**config.mk**
```make
export PLATFORM = sky130hd
export DESIGN_NAME = opus_id_header_parser_flat
export DESIGN_NICKNAME = d
export VERILOG_FILES = /design/src/hw/rtl/oidh_pkg.sv /design/src/hw/rtl/oidh_in_if.sv /design/src/hw/rtl/oidh_out_if.sv /design/src/hw/rtl/opus_id_header_parser.sv /design/src/flat_wrapper.sv
export SDC_FILE = /design/constraint.sdc
export NUM_CORES = 1
export LEC_CHECK = 0
export BUFFER_PORTS_ARGS = -buffer_cell sky130_fd_sc_hd__buf_2
export CORE_ASPECT_RATIO = 1.1
export CORE_MARGIN = 2
export CORE_UTILIZATION = 40
export DETAILED_ROUTE_END_ITERATION = 7
export SLEW_MARGIN = 20
export SYNTH_ARGS = -nofsm -noshare
export SYNTH_HDL_FRONTEND = slang
export SYNTH_SLANG_ARGS = --single-unit
export TNS_END_PERCENT = 10
```
**constraint.sdc**
```tcl
create_clock -name clk -period 5.8 [get_ports clk]
set_input_delay 1.16 -clock clk [delete_from_list [all_inputs] [get_ports clk]]
set_output_delay 1.16 -clock clk [all_outputs]
set_load 0.005 [all_outputs]
```
**src/hw/rtl/oidh_pkg.sv**
```systemverilog
// Package for the Opus ID header parser: header offsets, limits, status codes.
// No dependencies; the top level and the checker import it.
package oidh_pkg;

    // Highest channel count accepted by the header check
    localparam logic [7:0] MAX_CHANNELS = 8'd8;

    // Byte offsets inside the identification header
    localparam logic [7:0] OFS_CHANNELS = 8'd9;
    localparam logic [7:0] OFS_SKIP     = 8'd10;
    localparam logic [7:0] OFS_GAIN     = 8'd16;
    localparam logic [7:0] OFS_FAMILY   = 8'd18;
    localparam logic [7:0] OFS_STREAMS  = 8'd19;
    localparam logic [7:0] OFS_COUPLED  = 8'd20;
    localparam logic [7:0] OFS_MAP      = 8'd21;
    localparam logic [7:0] OFS_MAX      = 8'd255;

    // Shortest legal header is 19 bytes: final offset must reach 18
    localparam logic [7:0] HDR_MIN_LAST = 8'd18;
    localparam logic [7:0] DEFAULT_CH   = 8'd2;

    localparam int MAP_DEPTH = 8;

    typedef logic [7:0] map_byte_t;

    typedef enum logic [2:0] {
        ST_OK           = 3'd0,
        ST_TOO_SHORT    = 3'd1,
        ST_BAD_CHANNELS = 3'd2,
        ST_MISSING_MAP  = 3'd3,
        ST_SHORT_MAP    = 3'd4,
        ST_INCONSISTENT = 3'd5
    } hdr_status_t;

endpackage

```
**src/hw/rtl/oidh_in_if.sv**
```systemverilog
// Byte stream channel into the Opus ID header parser.
// Depends on nothing; valid/ready handshake with header byte and end flag.
interface oidh_in_if;
    logic       valid;
    logic       ready;
    logic [7:0] data_byte;
    logic       last;

    modport source (output valid, output data_byte, output last, input ready);
    modport sink   (input valid, input data_byte, input last, output ready);
endinterface

```
**src/hw/rtl/oidh_out_if.sv**
```systemverilog
// Result channel out of the Opus ID header parser.
// Depends on nothing; valid/ready handshake with status and decoded fields.
interface oidh_out_if;
    logic               valid;
    logic               ready;
    logic [2:0]         status;
    logic [7:0]         channel_count;
    logic [15:0]        pre_skip;
    logic signed [15:0] output_gain;
    logic [7:0]         mapping_family;
    logic [7:0]         stream_count;
    logic [7:0]         coupled_count;
    logic [63:0]        map_bytes;

    modport source (output valid, output status, output channel_count, output pre_skip,
                    output output_gain, output mapping_family, output stream_count,
                    output coupled_count, output map_bytes, input ready);
    modport sink   (input valid, input status, input channel_count, input pre_skip,
                    input output_gain, input mapping_family, input stream_count,
                    input coupled_count, input map_bytes, output ready);
endinterface

```
**src/hw/rtl/opus_id_header_parser.sv**
```systemverilog
// Opus identification header parser: top level.
// Depends on oidh_pkg, oidh_in_if and oidh_out_if.
//
// Takes an Opus ID header one byte per transaction on hdr, the final byte
// flagged by last, and returns one transaction on res for each header: a
// status and the decoded fields. The field registers capture each byte at
// its offset and, on the final byte, the checks run on the just-updated
// fields and load the result register, so a new header byte is accepted
// every cycle while hdr.ready is high, including the cycle right after a
// final byte. res.valid rises in the cycle after the final byte is taken. The
// only stall comes from the result register: hdr.ready drops while a result
// is waiting and res.ready is low. Checks, in priority order: header shorter
// than 19 bytes, channel count zero or above MAX_CHANNELS, family 0 with
// more than two channels, map shorter than the channel count, and stream
// plus coupled count not equal to the channel count. Any error zeroes all
// fields but status. Family 0 reports one stream, coupled = channels > 1 and
// map bytes 0,1. Map entries at or past the channel count read as zero. The
// byte offset saturates at 255 and bytes past offset 28 are ignored; the
// magic and version bytes are not checked. All capture state clears after
// each final byte.
module opus_id_header_parser
    import oidh_pkg::*;
(
    input  logic clk,
    input  logic rst_n,
    oidh_in_if.sink    hdr,
    oidh_out_if.source res
);

    // Capture state
    logic [7:0]  offset_reg;
    logic [7:0]  chan_reg;
    logic [15:0] skip_reg;
    logic [15:0] gain_reg;
    logic [7:0]  family_reg;
    logic [7:0]  streams_reg;
    logic [7:0]  coupled_reg;
    map_byte_t   map_reg [MAP_DEPTH];

    // Captured values including the byte of the current transaction
    logic [7:0]  chan_next;
    logic [15:0] skip_next;
    logic [15:0] gain_next;
    logic [7:0]  family_next;
    logic [7:0]  streams_next;
    logic [7:0]  coupled_next;
    map_byte_t   map_next [MAP_DEPTH];
    logic [7:0]  offset_next;

    // Result register
    logic               res_valid_reg;
    hdr_status_t        status_reg;
    logic [7:0]         chan_out_reg;
    logic [15:0]        skip_out_reg;
    logic signed [15:0] gain_out_reg;
    logic [7:0]         family_out_reg;
    logic [7:0]         streams_out_reg;
    logic [7:0]         coupled_out_reg;
    logic [63:0]        map_out_reg;

    hdr_status_t status_calc;
    logic [7:0]  streams_calc;
    logic [7:0]  coupled_calc;
    logic [63:0] map_calc;
    logic [63:0] map_custom;
    logic [8:0]  count_sum;
    logic [8:0]  map_end;
    logic        accept;

    assign hdr.ready = !res_valid_reg || res.ready;
    assign accept    = hdr.valid && hdr.ready;

    // Field capture by offset
    always_comb
    begin
        chan_next    = (offset_reg == OFS_CHANNELS) ? hdr.data_byte : chan_reg;
        skip_next    = skip_reg;
        gain_next    = gain_reg;
        if (offset_reg == OFS_SKIP)
            skip_next[7:0] = hdr.data_byte;
        if (offset_reg == OFS_SKIP + 8'd1)
            skip_next[15:8] = hdr.data_byte;
        if (offset_reg == OFS_GAIN)
            gain_next[7:0] = hdr.data_byte;
        if (offset_reg == OFS_GAIN + 8'd1)
            gain_next[15:8] = hdr.data_byte;
        family_next  = (offset_reg == OFS_FAMILY)  ? hdr.data_byte : family_reg;
        streams_next = (offset_reg == OFS_STREAMS) ? hdr.data_byte : streams_reg;
        coupled_next = (offset_reg == OFS_COUPLED) ? hdr.data_byte : coupled_reg;
        for (int i = 0; i < MAP_DEPTH; i++)
        begin
            map_next[i] = (offset_reg == OFS_MAP + 8'(i)) ? hdr.data_byte : map_reg[i];
        end
        offset_next = (offset_reg == OFS_MAX) ? offset_reg : offset_reg + 8'd1;
    end

    // Header checks on the final byte
    always_comb
    begin
        count_sum = {1'b0, streams_next} + {1'b0, coupled_next};
        // Last offset must reach 20 + channels for a complete map
        map_end   = {1'b0, chan_next} + 9'd20;
        map_custom = '0;
        for (int i = 0; i < MAP_DEPTH; i++)
        begin
            if (8'(i) < chan_next)
                map_custom[8*i +: 8] = map_next[i];
        end

        status_calc  = ST_OK;
        streams_calc = '0;
        coupled_calc = '0;
        map_calc     = '0;
        priority if (offset_reg < HDR_MIN_LAST)
            status_calc = ST_TOO_SHORT;
        else if (chan_next == 8'd0 || chan_next > MAX_CHANNELS)
            status_calc = ST_BAD_CHANNELS;
        else if (family_next == 8'd0)
        begin
            if (chan_next > DEFAULT_CH)
                status_calc = ST_MISSING_MAP;
            else
            begin
                streams_calc = 8'd1;
                coupled_calc = (chan_next > 8'd1) ? 8'd1 : 8'd0;
                map_calc     = 64'h0000_0000_0000_0100;
            end
        end
        else if ({1'b0, offset_reg} < map_end)
            status_calc = ST_SHORT_MAP;
        else if (count_sum != {1'b0, chan_next})
            status_calc = ST_INCONSISTENT;
        else
        begin
            streams_calc = streams_next;
            coupled_calc = coupled_next;
            map_calc     = map_custom;
        end
    end

    // Capture state: cleared after every final byte
    always_ff @(posedge clk or negedge rst_n)
    begin
        if (!rst_n)
        begin
            offset_reg  <= '0;
            chan_reg    <= '0;
            skip_reg    <= '0;
            gain_reg    <= '0;
            family_reg  <= '0;
            streams_reg <= '0;
            coupled_reg <= '0;
            for (int i = 0; i < MAP_DEPTH; i++)
            begin
                map_reg[i] <= '0;
            end
        end
        else if (accept)
        begin
            if (hdr.last)
            begin
                offset_reg  <= '0;
                chan_reg    <= '0;
                skip_reg    <= '0;
                gain_reg    <= '0;
                family_reg  <= '0;
                streams_reg <= '0;
                coupled_reg <= '0;
                for (int i = 0; i < MAP_DEPTH; i++)
                begin
                    map_reg[i] <= '0;
                end
            end
            else
            begin
                offset_reg  <= offset_next;
                chan_reg    <= chan_next;
                skip_reg    <= skip_next;
                gain_reg    <= gain_next;
                family_reg  <= family_next;
                streams_reg <= streams_next;
                coupled_reg <= coupled_next;
                for (int i = 0; i < MAP_DEPTH; i++)
                begin
                    map_reg[i] <= map_next[i];
                end
            end
        end
    end

    // Result valid
    always_ff @(posedge clk or negedge rst_n)
    begin
        if (!rst_n)
            res_valid_reg <= 1'b0;
        else if (accept && hdr.last)
            res_valid_reg <= 1'b1;
        else if (res.ready)
            res_valid_reg <= 1'b0;
    end

    // Result payload; errors report zero fields
    always_ff @(posedge clk)
    begin
        if (accept && hdr.last)
        begin
            status_reg <= status_calc;
            if (status_calc == ST_OK)
            begin
                chan_out_reg    <= chan_next;
                skip_out_reg    <= skip_next;
                gain_out_reg    <= signed'(gain_next);
                family_out_reg  <= family_next;
                streams_out_reg <= streams_calc;
                coupled_out_reg <= coupled_calc;
                map_out_reg     <= map_calc;
            end
            else
            begin
                chan_out_reg    <= '0;
                skip_out_reg    <= '0;
                gain_out_reg    <= '0;
                family_out_reg  <= '0;
                streams_out_reg <= '0;
                coupled_out_reg <= '0;
                map_out_reg     <= '0;
            end
        end
    end

    assign res.valid          = res_valid_reg;
    assign res.status         = status_reg;
    assign res.channel_count  = chan_out_reg;
    assign res.pre_skip       = skip_out_reg;
    assign res.output_gain    = gain_out_reg;
    assign res.mapping_family = family_out_reg;
    assign res.stream_count   = streams_out_reg;
    assign res.coupled_count  = coupled_out_reg;
    assign res.map_bytes      = map_out_reg;

endmodule

```
**src/flat_wrapper.sv**
```systemverilog
// flat-port wrapper written by rule: the top's interface ports become plain ports
module opus_id_header_parser_flat import oidh_pkg::*;
  (clk, rst_n, hdr_valid, hdr_data_byte, hdr_last, hdr_ready, res_valid, res_status, res_channel_count, res_pre_skip, res_output_gain, res_mapping_family, res_stream_count, res_coupled_count, res_map_bytes, res_ready);
  oidh_in_if hdr_i ();
  oidh_out_if res_i ();
  input  logic clk;
  input  logic rst_n;
  input wire logic [$bits(hdr_i.valid)-1:0] hdr_valid;
  input wire logic [$bits(hdr_i.data_byte)-1:0] hdr_data_byte;
  input wire logic [$bits(hdr_i.last)-1:0] hdr_last;
  output wire logic [$bits(hdr_i.ready)-1:0] hdr_ready;
  output wire logic [$bits(res_i.valid)-1:0] res_valid;
  output wire logic [$bits(res_i.status)-1:0] res_status;
  output wire logic [$bits(res_i.channel_count)-1:0] res_channel_count;
  output wire logic [$bits(res_i.pre_skip)-1:0] res_pre_skip;
  output wire logic [$bits(res_i.output_gain)-1:0] res_output_gain;
  output wire logic [$bits(res_i.mapping_family)-1:0] res_mapping_family;
  output wire logic [$bits(res_i.stream_count)-1:0] res_stream_count;
  output wire logic [$bits(res_i.coupled_count)-1:0] res_coupled_count;
  output wire logic [$bits(res_i.map_bytes)-1:0] res_map_bytes;
  input wire logic [$bits(res_i.ready)-1:0] res_ready;
  assign hdr_i.valid = hdr_valid;
  assign hdr_i.data_byte = hdr_data_byte;
  assign hdr_i.last = hdr_last;
  assign hdr_ready = hdr_i.ready;
  assign res_valid = res_i.valid;
  assign res_status = res_i.status;
  assign res_channel_count = res_i.channel_count;
  assign res_pre_skip = res_i.pre_skip;
  assign res_output_gain = res_i.output_gain;
  assign res_mapping_family = res_i.mapping_family;
  assign res_stream_count = res_i.stream_count;
  assign res_coupled_count = res_i.coupled_count;
  assign res_map_bytes = res_i.map_bytes;
  assign res_i.ready = res_ready;
  opus_id_header_parser u_core (.clk(clk), .rst_n(rst_n), .hdr(hdr_i), .res(res_i));
endmodule
```
==> run_results.csv <==
group,metric,value,unit
synthesis,synth_top_family_by_area,"compound AO/OA/AOI/OAI gates",
final_layout,syn2layout_area_growth,15.1,%
power,p_sw,1.54,mW
synthesis,ys_ff_latch,268,
synthesis,yosysWarnings,0,
final_layout,drive_gt1_frac,0.166,
synthesis,yosys.area_share.adder,0.0194,
floorplanning,die_area,34700,µm²
global_routing,grt-busiest-layer,"met2",
global_routing,grt_pass1_wl,55700,µm
sta,slew_violations,0,
global_routing,gr-total-overflow,0,
power,pwr-share-clk,0.333,
final_layout,final_cell_mix,"163 x nand2_1, 144 x o21ai_0, 144 x buf_2",
setup_path,r2r_start,"u_core.offset_reg[3]$_DFFE_PN0P_",
final_layout,fin_nets,1395,
setup_path,crit_chain,"nor2b_1 -> nand4b_1 -> buf_4 -> mux2_2 -> ha_1 -> o21ai_0 -> xor2_1 -> nor2_1 -> a21oi_1 -> ha_1 -> a2111oi_0 -> a21oi_1 -> o31ai_1 -> a31oi_1 -> nand4_4 -> buf_12 -> o21ai_0",
worst_hold_path,min_from,"u_core.coupled_reg[4]$_DFFE_PN0P_",
global_routing,use_met2,0.322,
cts,clkLatencyLatePin,0.54,ns
setup_path,reg2reg_depth,17,
drt,wl_per_cell,19.5,µm
setup_path,critPathKind,"register to register",
synthesis,synth-edff-count,131,
setup_path,worst_path_largest_cell_delay,0.58,ns
setup_path,end_kind,"register",
power,switching_share,0.293,
synthesis,ys_seq_area_frac,0.554,
synthesis,synthXorXnorAreaFrac,0.0153,
setup_path,reg2reg_to,"u_core.res.stream_count[0]$_SDFFCE_PP0P_",
synthesis,synth_compound_area_frac,0.170,
global_routing,grt_max_degree,109,
floorplanning,ios,146,
sta,finalSetupViolCount,0,
final_layout,diodes,0,
cts,holdBufCountCts,0,
sta,max_freq,0.209,GHz
cts,cts_setup_buffers,0,
synthesis,syn_avg_cell_area,10.6,µm²
power,p_int,3.71,mW
synthesis,ys_types,62,
drt,drc_errors,0,
drt,ant_nets,0,
placement,finalWeightedCongestion,0.957,
worst_hold_path,hp-class,"register to register",
cts,max-clock-path-buffers,3,
drt,dr_total_vias,10200,
setup_path,cp-start-kind,"register",
sta,rsz0062_at_grt,"no",
floorplanning,die_w,178,µm
setup_path,slowest_stage,"dfrtp_1",
cts,cts-buffers-inserted,28,
setup_path,crit_buf_inv,2,
sta,tns,0,ns
placement,hpwl,21700,µm
floorplanning,die_h,195,µm
cts,root_buffer,"clkbuf_16",
floorplanning,row_count,70,
sta,period_minus_slack,4.79,ns
global_routing,gr-usage-met1,0.287,
global_routing,grtUsageTotal,0.202,
power,combPwrFrac,0.181,
cts,cts_tree,"yes",
drt,dr.pass1.iters,5,
synthesis,syn_inst,1259,
worst_hold_path,whs_path_depth,2,
sta,hold_slack,0.474,ns
cts,cts_repair_resize_count,0,
setup_path,r2r_slack,1.01,ns
final_layout,layout.cells.most_common,"nand2_1",
cts,cts_num_sinks,268,
drt,vias_per_cell,5.61,
synthesis,syn-cell-area,13300,µm²
sta,skew,0.0121,ns
power,power.density,343,nW/µm²
setup_path,worstPathRequired,6.04,ns
outcome,run_status,"complete, no violations",
placement,port_buffers,145,
setup_path,worstPathArrival,5.03,ns
sta,final-hold-violation-count,0,
worst_hold_path,hold_end,"u_core.coupled_reg[4]$_DFFE_PN0P_",
global_routing,use_met3,0.0278,
drt,drt-total-wl,35400,µm
synthesis,synth_flop_cell,"dfrtp_1",
global_routing,antenna_found_initial,0,
sta,slew_headroom,0.306,
floorplanning,initial_utilization,0.402,
setup_path,path_max_fanout,97,
drt,drt_iter0_drc,858,
synthesis,synthMuxAreaShare,0.0890,
synthesis,async_flop_share,0.511,
setup_path,crit_family,"compound AO/OA/AOI/OAI gates",
cts,cts.clk_slew.worst_paths,0.07,ns
floorplanning,core-area,33000,µm²
final_layout,fin_util,0.463,
job,max_cap_violations,0,
global_routing,first_global_vias,9939,
power,leakage,6.77,nW
sta,worst_slew_pin_slew,1.04,ns
cts,htreeDepth,1,
power,p_seq_frac,0.486,
power,finalPower,5.25,mW
power,ir_drop,0.246,mV
sta,period_share,0.826,
synthesis,synthSimpleGateAreaFrac,0.118,
## cell type report
| class | instances | area (µm²) |
|---|---|---|
| fillers | 3087 | 17700 |
| flip-flops and latches | 268 | 7360 |
| multi-input cells | 877 | 5510 |
| repair buffers | 167 | 922 |
| clock buffers | 34 | 744 |
| well taps | 432 | 541 |
| clock inverters | 18 | 136 |
| inverters | 21 | 83.8 |
## metrics by stage
step,std cells,cell area [µm²],setup WS [ns]
floorplan,1262,13300,0.883
global placement,1765,14400,1.08
detailed placement,1765,14400,0.992
CTS,1817,15300,1.07
global route,1817,15300,0.498
finish,1817,15300,1.01
## power by group through the flow
| stage | clock network, mW | registers [mW] | logic (mW) |
|---|---|---|---|
| CTS | 1.79 | 2.55 | 0.958 |
| global route | 1.85 | 2.60 | 1.09 |
| detailed placement | 0 | 2.58 | 0.952 |
| floorplan | 0 | 2.53 | 0.684 |
| finish | 1.75 | 2.55 | 0.951 |
| global placement | 0 | 2.56 | 0.934 |
## kinds of logic after synthesis
family | Yosys count
and+or+nand+nor | 349
other | 1
muxes | 117
DFF | 268
AOI/OAI and AO/OA | 366
xor gates and xnor gates | 20
buffers and inverters | 117
adders and majority gates | 21
## tightest hold or removal path, delay by kind of cell (launching register included)
family / cells / cell delay [ns]
AOI/OAI and AO/OA: 1 / 0.06
DFF: 1 / 0.33
and+or+nand+nor: 1 / 0.04
## worst max path at each step
stage / from / to / cells past startpoint
4_1_cts: u_core.offset_reg[5]$_DFFE_PN0P_ / u_core.res.map_bytes[9]$_SDFFCE_PP0P_ / 13
2_1_floorplan: hdr_last / u_core.res.channel_count[0]$_SDFFCE_PP0P_ / 4
6_report: u_core.offset_reg[3]$_DFFE_PN0P_ / u_core.res.stream_count[0]$_SDFFCE_PP0P_ / 17
5_1_grt: u_core.offset_reg[3]$_DFFE_PN0P_ / u_core.res.stream_count[0]$_SDFFCE_PP0P_ / 17
3_3_place_gp: hdr_data_byte[0] / u_core.res.map_bytes[9]$_SDFFCE_PP0P_ / 12
3_5_place_dp: hdr_data_byte[0] / u_core.res.map_bytes[9]$_SDFFCE_PP0P_ / 12
## routing by layer
metal	vias up	wire length, µm	share of wire
met2	321	16500	0.46
li1	4820	-	-
met1	4998	16100	0.46
met5	-	0	0
met4	0	871	0.025
met3	57	1980	0.056
## Yosys cell counts, drive strengths merged (4+ instances only)
cell / number / share of area
a211oi: 5 / 0.0028
a21boi: 13 / 0.0073
a21oi: 67 / 0.026
a22oi: 99 / 0.056
and2: 9 / 0.0042
buf: 15 / 0.0051
clkbuf: 81 / 0.023
dfrtp: 137 / 0.26
edfxtp: 131 / 0.30
ha: 19 / 0.018
inv: 21 / 0.0059
mux2: 6 / 0.0051
mux2i: 111 / 0.084
nand2: 164 / 0.046
nand3: 23 / 0.0090
nand4: 4 / 0.0024
nor2: 62 / 0.018
nor3: 58 / 0.022
o211a: 7 / 0.0053
o21ai: 146 / 0.055
o31ai: 6 / 0.0034
or3: 4 / 0.0019
xnor2: 10 / 0.0066
xor2: 8 / 0.0053
No activity file was read; power rests on OpenSTA's default activity.
